==> src/sv/rse_pkg.sv <==
// ----------------------------------------------------------------------------
// rse_pkg: shared definitions for the RPN stack evaluator
// Token and operator codes, error codes, read-port selects and the command
// and status bundles between the controller and the datapath.
// ----------------------------------------------------------------------------
package rse_pkg;

    localparam int VAL_W           = 48;
    localparam int DEF_STACK_DEPTH = 16;
    localparam int DEF_FRAC_BITS   = 16;

    localparam logic TOK_NUM = 1'b0;
    localparam logic TOK_OP  = 1'b1;

    localparam logic [1:0] OP_ADD = 2'd0;
    localparam logic [1:0] OP_SUB = 2'd1;
    localparam logic [1:0] OP_MUL = 2'd2;
    localparam logic [1:0] OP_DIV = 2'd3;

    localparam logic [2:0] ERR_NONE = 3'd0;
    localparam logic [2:0] ERR_FEW  = 3'd1;
    localparam logic [2:0] ERR_LEFT = 3'd2;
    localparam logic [2:0] ERR_DIV0 = 3'd3;
    localparam logic [2:0] ERR_OVF  = 3'd4;

    localparam logic [1:0] RD_BASE = 2'd0;
    localparam logic [1:0] RD_TOP  = 2'd1;
    localparam logic [1:0] RD_NEXT = 2'd2;

    typedef struct packed {
        logic       load_tok;
        logic       push;
        logic       set_err;
        logic [2:0] err_code;
        logic [1:0] rd_sel;
        logic       cap_right;
        logic       start_op;
        logic       mul_step;
        logic       div_step;
        logic       sat;
        logic       wb;
        logic       emit;
    } rse_cmd_t;

    typedef struct packed {
        logic       tok_is_op;
        logic [1:0] op_code;
        logic       tok_last;
        logic       err_set;
        logic       stack_full;
        logic       few_operands;
        logic       right_zero;
        logic       mul_last;
        logic       div_last;
        logic       out_free;
    } rse_sts_t;

endpackage

==> src/sv/rpn_stack_evaluator_unit.sv <==
// ----------------------------------------------------------------------------
// rpn_stack_evaluator_unit: postfix expression evaluator, signed Q31.16
// Takes one token per request, keeps operands on a stack and returns one
// result (value or error code) for the token that closes an expression.
// ----------------------------------------------------------------------------
//
//  channel  | direction | handshake         | payload
//  ---------+-----------+-------------------+------------------------------------
//  s_       | in        | s_valid / s_ready | s_req_type, s_op_code,
//           |           |                   | s_number_value, s_last_token
//  m_       | out       | m_valid / m_ready | m_result_value, m_error_code
//
//  Push, add/subtract, multiply and divide requests each take their own
//  path; divide runs the one-bit restoring divider loop (64 steps at the
//  default). A closing token's result waits in the output register until
//  taken.
//  Reset (aresetn low, synchronous) empties the stack and clears the error;
//  stack contents are not cleared and need no sweep.
//  A stalled m_ready holds the result; the next request is still taken and
//  only a second closing token waits for the output register to drain.
//
module rpn_stack_evaluator_unit
    import rse_pkg::*;
#(
    parameter int STACK_DEPTH = DEF_STACK_DEPTH,
    parameter int FRAC_BITS   = DEF_FRAC_BITS
) (
    input  logic                    aclk,
    input  logic                    aresetn,
    input  logic                    s_valid,
    output logic                    s_ready,
    input  logic                    s_req_type,
    input  logic [1:0]              s_op_code,
    input  logic signed [VAL_W-1:0] s_number_value,
    input  logic                    s_last_token,
    output logic                    m_valid,
    input  logic                    m_ready,
    output logic signed [VAL_W-1:0] m_result_value,
    output logic [2:0]              m_error_code
);

    rse_cmd_t cmd;
    rse_sts_t sts;

    // sequencer: decode, fetch operands, run the arithmetic unit, write back
    rse_ctrl u_ctrl (
        .aclk    (aclk),
        .aresetn (aresetn),
        .s_valid (s_valid),
        .s_ready (s_ready),
        .sts     (sts),
        .cmd     (cmd)
    );

    // stack memory, arithmetic units and result register
    rse_dpath #(
        .STACK_DEPTH (STACK_DEPTH),
        .FRAC_BITS   (FRAC_BITS)
    ) u_dpath (
        .aclk           (aclk),
        .aresetn        (aresetn),
        .cmd            (cmd),
        .sts            (sts),
        .s_req_type     (s_req_type),
        .s_op_code      (s_op_code),
        .s_number_value (s_number_value),
        .s_last_token   (s_last_token),
        .m_valid        (m_valid),
        .m_ready        (m_ready),
        .m_result_value (m_result_value),
        .m_error_code   (m_error_code)
    );

endmodule

==> src/sv/rse_ctrl.sv <==
// ----------------------------------------------------------------------------
// rse_ctrl: token sequencer of the RPN stack evaluator
// Steps each request through decode, operand reads, arithmetic, write-back
// and result delivery by issuing commands to the datapath.
// ----------------------------------------------------------------------------
module rse_ctrl
    import rse_pkg::*;
(
    input  logic     aclk,
    input  logic     aresetn,
    input  logic     s_valid,
    output logic     s_ready,
    input  rse_sts_t sts,
    output rse_cmd_t cmd
);

    localparam logic [3:0] S_IDLE   = 4'd0;
    localparam logic [3:0] S_DECODE = 4'd1;
    localparam logic [3:0] S_RDLEFT = 4'd2;
    localparam logic [3:0] S_EXEC   = 4'd3;
    localparam logic [3:0] S_MUL    = 4'd4;
    localparam logic [3:0] S_DIV    = 4'd5;
    localparam logic [3:0] S_SAT    = 4'd6;
    localparam logic [3:0] S_WB     = 4'd7;
    localparam logic [3:0] S_FINISH = 4'd8;
    localparam logic [3:0] S_RESULT = 4'd9;

    logic [3:0] state_reg;
    logic [3:0] state_next;

    always_ff @(posedge aclk) begin
        if (!aresetn) begin
            state_reg <= S_IDLE;
        end else begin
            state_reg <= state_next;
        end
    end

    always_comb begin
        cmd        = '0;
        cmd.rd_sel = RD_BASE;
        s_ready    = 1'b0;
        state_next = state_reg;
        case (state_reg)
            S_IDLE: begin
                s_ready = 1'b1;
                if (s_valid) begin
                    cmd.load_tok = 1'b1;
                    state_next   = S_DECODE;
                end
            end
            S_DECODE: begin
                state_next = S_FINISH;
                if (!sts.err_set) begin
                    if (!sts.tok_is_op) begin
                        if (sts.stack_full) begin
                            cmd.set_err  = 1'b1;
                            cmd.err_code = ERR_OVF;
                        end else begin
                            cmd.push = 1'b1;
                        end
                    end else if (sts.few_operands) begin
                        cmd.set_err  = 1'b1;
                        cmd.err_code = ERR_FEW;
                    end else begin
                        cmd.rd_sel = RD_TOP;
                        state_next = S_RDLEFT;
                    end
                end
            end
            S_RDLEFT: begin
                cmd.cap_right = 1'b1;
                cmd.rd_sel    = RD_NEXT;
                state_next    = S_EXEC;
            end
            S_EXEC: begin
                if (sts.op_code == OP_DIV && sts.right_zero) begin
                    cmd.set_err  = 1'b1;
                    cmd.err_code = ERR_DIV0;
                    state_next   = S_FINISH;
                end else begin
                    cmd.start_op = 1'b1;
                    if (sts.op_code inside {OP_ADD, OP_SUB}) begin
                        state_next = S_WB;
                    end else if (sts.op_code == OP_MUL) begin
                        state_next = S_MUL;
                    end else begin
                        state_next = S_DIV;
                    end
                end
            end
            S_MUL: begin
                cmd.mul_step = 1'b1;
                if (sts.mul_last) begin
                    state_next = S_SAT;
                end
            end
            S_DIV: begin
                cmd.div_step = 1'b1;
                if (sts.div_last) begin
                    state_next = S_SAT;
                end
            end
            S_SAT: begin
                cmd.sat    = 1'b1;
                state_next = S_WB;
            end
            S_WB: begin
                cmd.wb     = 1'b1;
                state_next = S_FINISH;
            end
            S_FINISH: begin
                state_next = sts.tok_last ? S_RESULT : S_IDLE;
            end
            S_RESULT: begin
                if (sts.out_free) begin
                    cmd.emit   = 1'b1;
                    state_next = S_IDLE;
                end
            end
            default: begin
                state_next = S_IDLE;
            end
        endcase
    end

    // a request is taken only when no earlier one is still in flight
    a_accept_from_idle: assert property (@(posedge aclk) disable iff (!aresetn)
        cmd.load_tok |=> state_reg == S_DECODE)
        else $error("request accepted outside idle");

    // an error is recorded only while the expression is still clean
    a_first_error_kept: assert property (@(posedge aclk) disable iff (!aresetn)
        cmd.set_err |-> !sts.err_set)
        else $error("sticky error overwritten");

    // write-back never follows a refused divide
    a_div_zero_skips_wb: assert property (@(posedge aclk) disable iff (!aresetn)
        (state_reg == S_EXEC && sts.op_code == OP_DIV && sts.right_zero)
        |=> state_reg == S_FINISH)
        else $error("divide by zero not refused");

endmodule

==> src/sv/rse_dpath.sv <==
// ----------------------------------------------------------------------------
// rse_dpath: operand stack and arithmetic of the RPN stack evaluator
// Holds the stack memory, depth and sticky error, a shared 24x24 multiply
// accumulator, a one-bit-per-cycle restoring divider and the result register.
// ----------------------------------------------------------------------------
module rse_dpath
    import rse_pkg::*;
#(
    parameter int STACK_DEPTH = DEF_STACK_DEPTH,
    parameter int FRAC_BITS   = DEF_FRAC_BITS
) (
    input  logic                    aclk,
    input  logic                    aresetn,
    input  rse_cmd_t                cmd,
    output rse_sts_t                sts,
    input  logic                    s_req_type,
    input  logic [1:0]              s_op_code,
    input  logic signed [VAL_W-1:0] s_number_value,
    input  logic                    s_last_token,
    output logic                    m_valid,
    input  logic                    m_ready,
    output logic signed [VAL_W-1:0] m_result_value,
    output logic [2:0]              m_error_code
);

    localparam int CW  = $clog2(STACK_DEPTH + 1);
    localparam int AW  = $clog2(STACK_DEPTH);
    localparam int HW  = VAL_W / 2;
    localparam int PW  = 2 * VAL_W;
    localparam int NW  = VAL_W + FRAC_BITS;
    localparam int ITW = $clog2(NW);

    localparam logic [VAL_W-1:0] LIM_POS = {1'b0, {(VAL_W-1){1'b1}}};
    localparam logic [VAL_W-1:0] LIM_NEG = {1'b1, {(VAL_W-1){1'b0}}};

    // token
    logic             tok_type_reg;
    logic [1:0]       tok_op_reg;
    logic [VAL_W-1:0] tok_num_reg;
    logic             tok_last_reg;

    // stack
    logic [VAL_W-1:0] stack_mem [STACK_DEPTH];
    logic [CW-1:0]    count_reg;
    logic [CW-1:0]    count_next;
    logic [2:0]       err_reg;
    logic [2:0]       err_next;
    logic [AW-1:0]    rd_addr;
    logic [AW-1:0]    wb_addr;
    logic [CW-1:0]    count_m1;
    logic [CW-1:0]    count_m2;
    logic [VAL_W-1:0] rd_data_reg;

    // arithmetic
    logic [VAL_W-1:0] right_reg;
    logic             neg_reg;
    logic [VAL_W-1:0] ma_reg;
    logic [VAL_W-1:0] mb_reg;
    logic [PW-1:0]    wide_reg;
    logic [NW-1:0]    num_sh_reg;
    logic [VAL_W-1:0] rem_reg;
    logic [ITW-1:0]   iter_reg;
    logic [VAL_W-1:0] res_reg;

    logic [VAL_W-1:0] left_mag;
    logic [VAL_W-1:0] right_mag;
    logic signed [VAL_W:0] lx;
    logic signed [VAL_W:0] rx;
    logic signed [VAL_W:0] sum;
    logic [VAL_W-1:0] addsub_res;
    logic [HW-1:0]    pa;
    logic [HW-1:0]    pb;
    logic [VAL_W-1:0] pp;
    logic [PW-1:0]    pp_sh;
    logic [VAL_W:0]   r_sh;
    logic [VAL_W:0]   r_diff;
    logic [PW-1:0]    mag_src;
    logic [VAL_W-1:0] lim;
    logic [VAL_W-1:0] mag_sat;
    logic [VAL_W-1:0] sat_res;
    logic [2:0]       final_err;

    // output register
    logic             m_valid_reg;
    logic [VAL_W-1:0] m_value_reg;
    logic [2:0]       m_err_reg;

    assign count_m1 = count_reg - CW'(1);
    assign count_m2 = count_reg - CW'(2);
    assign wb_addr  = count_m2[AW-1:0];

    always_comb begin
        case (cmd.rd_sel)
            RD_TOP:  rd_addr = count_m1[AW-1:0];
            RD_NEXT: rd_addr = count_m2[AW-1:0];
            default: rd_addr = '0;
        endcase
    end

    always_ff @(posedge aclk) begin
        if (cmd.load_tok) begin
            tok_type_reg <= s_req_type;
            tok_op_reg   <= s_op_code;
            tok_num_reg  <= s_number_value;
            tok_last_reg <= s_last_token;
        end
    end

    // stack memory: one write port, one registered read port
    always_ff @(posedge aclk) begin
        if (cmd.push) begin
            stack_mem[count_reg[AW-1:0]] <= tok_num_reg;
        end else if (cmd.wb) begin
            stack_mem[wb_addr] <= res_reg;
        end
        rd_data_reg <= stack_mem[rd_addr];
    end

    always_comb begin
        if (err_reg != ERR_NONE) begin
            final_err = err_reg;
        end else if (count_reg > CW'(1)) begin
            final_err = ERR_LEFT;
        end else if (count_reg == '0) begin
            final_err = ERR_FEW;
        end else begin
            final_err = ERR_NONE;
        end
    end

    always_comb begin
        count_next = count_reg;
        err_next   = err_reg;
        if (cmd.push) begin
            count_next = count_reg + CW'(1);
        end
        if (cmd.wb) begin
            count_next = count_m1;
        end
        if (cmd.set_err) begin
            err_next = cmd.err_code;
        end
        if (cmd.emit) begin
            count_next = '0;
            err_next   = ERR_NONE;
        end
    end

    always_ff @(posedge aclk) begin
        if (!aresetn) begin
            count_reg <= '0;
            err_reg   <= ERR_NONE;
        end else begin
            count_reg <= count_next;
            err_reg   <= err_next;
        end
    end

    // operand magnitudes; left comes straight off the read port
    assign left_mag  = rd_data_reg[VAL_W-1] ? (~rd_data_reg + VAL_W'(1)) : rd_data_reg;
    assign right_mag = right_reg[VAL_W-1] ? (~right_reg + VAL_W'(1)) : right_reg;

    // add / subtract with saturation
    assign lx  = signed'({rd_data_reg[VAL_W-1], rd_data_reg});
    assign rx  = signed'({right_reg[VAL_W-1], right_reg});
    assign sum = (tok_op_reg == OP_SUB) ? (lx - rx) : (lx + rx);

    always_comb begin
        if (sum[VAL_W] != sum[VAL_W-1]) begin
            addsub_res = sum[VAL_W] ? LIM_NEG : LIM_POS;
        end else begin
            addsub_res = sum[VAL_W-1:0];
        end
    end

    // one half-width partial product per cycle
    assign pa = iter_reg[1] ? ma_reg[VAL_W-1:HW] : ma_reg[HW-1:0];
    assign pb = iter_reg[0] ? mb_reg[VAL_W-1:HW] : mb_reg[HW-1:0];
    assign pp = pa * pb;

    always_comb begin
        case (iter_reg[1:0])
            2'd0:    pp_sh = PW'(pp);
            2'd3:    pp_sh = PW'(pp) << VAL_W;
            default: pp_sh = PW'(pp) << HW;
        endcase
    end

    // restoring divide step
    assign r_sh   = {rem_reg, num_sh_reg[NW-1]};
    assign r_diff = r_sh - {1'b0, mb_reg};

    // saturate the magnitude, then restore the sign
    assign mag_src = (tok_op_reg == OP_DIV) ? wide_reg : (wide_reg >> FRAC_BITS);
    assign lim     = neg_reg ? LIM_NEG : LIM_POS;

    always_comb begin
        if ((|mag_src[PW-1:VAL_W]) || (mag_src[VAL_W-1:0] > lim)) begin
            mag_sat = lim;
        end else begin
            mag_sat = mag_src[VAL_W-1:0];
        end
        sat_res = neg_reg ? (~mag_sat + VAL_W'(1)) : mag_sat;
    end

    always_ff @(posedge aclk) begin
        if (cmd.cap_right) begin
            right_reg <= rd_data_reg;
        end
        if (cmd.start_op) begin
            neg_reg    <= rd_data_reg[VAL_W-1] ^ right_reg[VAL_W-1];
            ma_reg     <= left_mag;
            mb_reg     <= right_mag;
            wide_reg   <= '0;
            rem_reg    <= '0;
            num_sh_reg <= NW'(left_mag) << FRAC_BITS;
            iter_reg   <= '0;
            res_reg    <= addsub_res;
        end
        if (cmd.mul_step) begin
            wide_reg <= wide_reg + pp_sh;
            iter_reg <= iter_reg + ITW'(1);
        end
        if (cmd.div_step) begin
            num_sh_reg <= num_sh_reg << 1;
            iter_reg   <= iter_reg + ITW'(1);
            if (!r_diff[VAL_W]) begin
                rem_reg  <= r_diff[VAL_W-1:0];
                wide_reg <= {wide_reg[PW-2:0], 1'b1};
            end else begin
                rem_reg  <= r_sh[VAL_W-1:0];
                wide_reg <= {wide_reg[PW-2:0], 1'b0};
            end
        end
        if (cmd.sat) begin
            res_reg <= sat_res;
        end
    end

    // result register
    always_ff @(posedge aclk) begin
        if (!aresetn) begin
            m_valid_reg <= 1'b0;
        end else if (cmd.emit) begin
            m_valid_reg <= 1'b1;
        end else if (m_ready) begin
            m_valid_reg <= 1'b0;
        end
    end

    always_ff @(posedge aclk) begin
        if (cmd.emit) begin
            m_value_reg <= (final_err == ERR_NONE) ? rd_data_reg : '0;
            m_err_reg   <= final_err;
        end
    end

    assign m_valid        = m_valid_reg;
    assign m_result_value = m_value_reg;
    assign m_error_code   = m_err_reg;

    assign sts.tok_is_op    = (tok_type_reg == TOK_OP);
    assign sts.op_code      = tok_op_reg;
    assign sts.tok_last     = tok_last_reg;
    assign sts.err_set      = (err_reg != ERR_NONE);
    assign sts.stack_full   = (count_reg >= CW'(STACK_DEPTH));
    assign sts.few_operands = (count_reg < CW'(2));
    assign sts.right_zero   = (right_reg == '0);
    assign sts.mul_last     = (iter_reg[1:0] == 2'd3);
    assign sts.div_last     = (iter_reg == ITW'(NW - 1));
    assign sts.out_free     = !m_valid_reg || m_ready;

    a_depth_bound: assert property (@(posedge aclk) disable iff (!aresetn)
        count_reg <= CW'(STACK_DEPTH))
        else $error("stack depth out of range");

    a_wb_needs_two: assert property (@(posedge aclk) disable iff (!aresetn)
        cmd.wb |-> count_reg >= CW'(2))
        else $error("write-back with fewer than two operands");

    a_emit_clears: assert property (@(posedge aclk) disable iff (!aresetn)
        cmd.emit |=> count_reg == '0 && err_reg == ERR_NONE && m_valid_reg)
        else $error("expression state not cleared after result");

endmodule

==> config.mk <==
export PLATFORM = sky130hd
export DESIGN_NAME = rpn_stack_evaluator_unit
export DESIGN_NICKNAME = d
export VERILOG_FILES = /design/src/sv/rse_pkg.sv /design/src/sv/rpn_stack_evaluator_unit.sv /design/src/sv/rse_ctrl.sv /design/src/sv/rse_dpath.sv
export SDC_FILE = /design/constraint.sdc
export NUM_CORES = 2
export LEC_CHECK = 0
export ABC_AREA = 0
export BUFFER_PORTS_ARGS = -buffer_cell sky130_fd_sc_hd__buf_2
export CORE_UTILIZATION = 50
export CTS_CLUSTER_SIZE = 12
export DETAILED_ROUTE_END_ITERATION = 6
export GPL_TIMING_DRIVEN = 0
export PLACE_DENSITY = 0.64
export SYNTH_ARGS = -nofsm -noshare
export SYNTH_HDL_FRONTEND = slang
export SYNTH_HIERARCHICAL = 1
export SYNTH_SLANG_ARGS = --single-unit
==> constraint.sdc <==
create_clock -name aclk -period 16.9 [get_ports aclk]
set_clock_uncertainty 0.05 [all_clocks]
set_input_delay 3.38 -clock aclk [delete_from_list [all_inputs] [get_ports aclk]]
set_output_delay 3.38 -clock aclk [all_outputs]
set_load 0.005 [all_outputs]
==> load_flow_metrics.sql <==
INSERT INTO impl_metrics (metric_group, metric, value, unit) VALUES
('outcome', 'run_status', 'finished with violations', ''),
('outcome', 'violations_in_the_final_reports', 'capacitance limit, slew limit', ''),
('sta', 'slew_viol_final', '21', ''),
('global_routing', 'grt_antenna_before_repair', '18', ''),
('sta', 'report.final.setup_viol', '0', ''),
('global_routing', 'grt.met2_usage', '0.541', ''),
('power', 'proportion_of_power_drawn_by_combinational_gates', '0.120', ''),
('global_routing', 'global_route.overflow_total', '0', ''),
('synthesis', 'postSynthRegisterBits', '1323', ''),
('synthesis', 'netlist.area_leader.share', '0.436', ''),
('cts', 'post_cts.repair.setup_buffers', '0', ''),
('global_routing', 'grt_most_used_layer', 'met2', ''),
('routing', 'detail-route-antenna-nets', '0', ''),
('floorplanning', 'die_width', '419', 'um'),
('synthesis', 'synth.yosys.seq_area_share', '0.450', ''),
('setup_path', 'timing.critical_path.from_type', 'flop', ''),
('power', 'seq_power_share', '0.477', ''),
('cts', 'ctsResizeCount', '0', ''),
('layout', 'instances_no_fill', '10500', ''),
('synthesis', 'yosys-top-cells-area', 'edfxtp_1, fa_1, ha_1', ''),
('global_routing', 'grt_first_pass_wirelength', '423000', 'um'),
('layout', 'largest_register_ffs', '768', ''),
('placement', 'buffer_ports.inserted', '108', ''),
('cts', 'cts_tree', 'done', ''),
('routing', 'route.detailed.vias_per_inst', '6.09', ''),
('floorplanning', 'placeableCoreArea', '0.172', 'mm^2'),
('synthesis', 'syn_avg_cell_area', '11.3', 'um^2'),
('sta', 'fmax', '67.0', 'MHz'),
('cts', 'clock-sinks', '1323', ''),
('job', 'drv_cap', '3', ''),
('floorplanning', 'floorplan.die.height', '419', 'um'),
('synthesis', 'synthArstFlopShare', '0', ''),
('cts', 'ctsHoldBuffers', '0', ''),
('synthesis', 'synth.largest_area_cell', 'edfxtp_1', ''),
('floorplanning', 'initial_core_util', '0.505', ''),
('cts', 'clock_latency', '0.84', 'ns'),
('routing', 'routed_wl', '291000', 'um'),
('min_path', 'hp-class', 'flop to flop', ''),
('synthesis', 'cell_count_after_synthesis', '7695', ''),
('power', 'ir_worst_vdd', '0.000124', 'V'),
('synthesis', 'yosys_warnings', '6', ''),
('setup_path', 'critical-path-slowest-cell', 'mux2i_1', ''),
('setup_path', 'critical_path.most_common_cell', 'fa_1', ''),
('global_routing', 'gr-usage-met1', '0.420', ''),
('power', 'power-per-cell-area', '81.1', 'mW/mm^2'),
('synthesis', 'netlist-cell-type-count', '89', ''),
('cts', 'clk_path_buf_depth', '3', ''),
('floorplanning', 'die_footprint', '0.175', 'mm^2'),
('cts', 'level_count_of_the_clock_h_tree', '4', ''),
('power', 'power', '7.81', 'mW'),
('synthesis', 'synth_area', '0.0869', 'mm^2'),
('placement', 'finalWeightedCongestion', '1.01', ''),
('layout', 'post_route_cells_drive_above_1_share', '0.0899', ''),
('setup_path', 'class_of_the_most_critical_setup_path', 'flop to flop', ''),
('routing', 'route.vias.total', '63600', ''),
('synthesis', 'mappedNetlistNets', '8663', ''),
('power', 'power.share.clock', '0.403', ''),
('sta', 'tightestPinTransition', '1.52', 'ns'),
('global_routing', 'globalRouteTotalUtil', '0.333', ''),
('layout', 'final_net_count', '8990', ''),
('cts', 'clk_pin_slew_worst_paths', '0.06', 'ns'),
('global_routing', 'grt_pass1_vias', '63100', ''),
('routing', 'detailedRoute.firstIterationViolations', '6356', ''),
('power', 'cell_internal_pwr', '5.76', 'mW'),
('sta', 'hold_viol', '0', ''),
('placement', 'number_of_placed_instances_taps_included', '10200', ''),
('routing', 'dr.pass1.iters', '7', ''),
('synthesis', 'synth-edff-count', '1262', ''),
('global_routing', 'largest_net_degree_at_the_start_of_global_routing', '59', ''),
('global_routing', 'groute.layer.met3.usage', '0.0533', ''),
('layout', 'area.growth.synth_to_final', '10.9', '%');
==> per-stage QoR <==
step	instance area [um^2]	hold slack [ns]	worst slack (ns)	TNS, ns
global placement	90300	0.456	-4.68	-1050.23
global route	96300	0.505	1.57	0
detailed placement	91600	0.457	2.37	0
floorplan	86900	0.385	2.65	0
CTS	96300	0.466	2.37	0
finish	96300	0.461	1.98	0
==> worst paths after layout <==
kind / from / to / slack (ns) / depth (start not counted)
hold reg to reg: u_dpath/m_valid / u_dpath/m_valid / 0.46 / 2
setup reg to reg: u_dpath/iter_reg[1] / u_dpath/wide_reg[94] / 1.98 / 43
setup / recovery: u_dpath/iter_reg[1] / u_dpath/wide_reg[94] / 1.98 / 43
hold / removal: u_dpath/m_valid / u_dpath/m_valid / 0.46 / 2
==> power by group through the flow <==
stage	registers, mW	logic [mW]	clock network, mW
3_3_place_gp	3.80	0.887	0
2_1_floorplan	3.76	0.583	0
5_1_grt	3.73	0.999	3.31
6_report	3.73	0.936	3.15
4_1_cts	3.73	0.913	3.21
3_5_place_dp	3.79	0.902	0
==> area by class of cell <==
cell class | instances | area (um^2)
diodes | 9 | 22.5
plain buffers | 376 | 1440
clock buffers | 208 | 4020
clock inverters | 50 | 712
fillers | 14600 | 75800
inverters | 716 | 2690
multi-input cells | 5280 | 43800
flip-flops and latches | 1323 | 39100
well taps | 2310 | 2890
repair buffers | 179 | 1640
==> metal layers <==
layer,part of all wire,up-vias,wire [um]
met5,0.00039,-,115
met4,0.066,20,19400
met3,0.074,744,21500
met2,0.47,2911,138000
met1,0.39,32000,112000
li1,-,28000,-
==> cells by family after synthesis <==
| family | after synthesis | synth area share |
|---|---|---|
| and+or+nand+nor | 2188 | 0.113 |
| AOI/OAI and AO/OA | 1441 | 0.107 |
| DFF | 1323 | 0.450 |
| buffers and inverters | 1092 | 0.0475 |
| adders and majority gates | 912 | 0.173 |
| muxes | 371 | 0.0716 |
| xor gates and xnor gates | 368 | 0.0371 |
==> placed cells by master (no fill, tap or decap), drive strengths merged, types with 61 or more instances in the layout <==
cell type,n
inv,718
buf,227
dfxtp,61
nand3,84
mux2,76
o21ai,349
a31oi,83
ha,427
edfxtp,1262
fa,485
a21oi,340
and2,159
a21o,165
clkbuf,536
nand2,988
nor3,87
xor2,126
nor2,519
mux4,192
xnor2,242
mux2i,103
nand4,74
a211oi,75
==> critical path, delay by kind of cell, from the launching register on <==
kind	cells	cell delay, ns
fa+ha+maj	9	4.26
simple gates	8	1.86
mux	1	1.12
compound gates	13	3.99
buf+inv	10	2.22
xor+xnor	2	0.75
flops	1	0.41
Note: power is estimated with default switching activity, not from simulation.
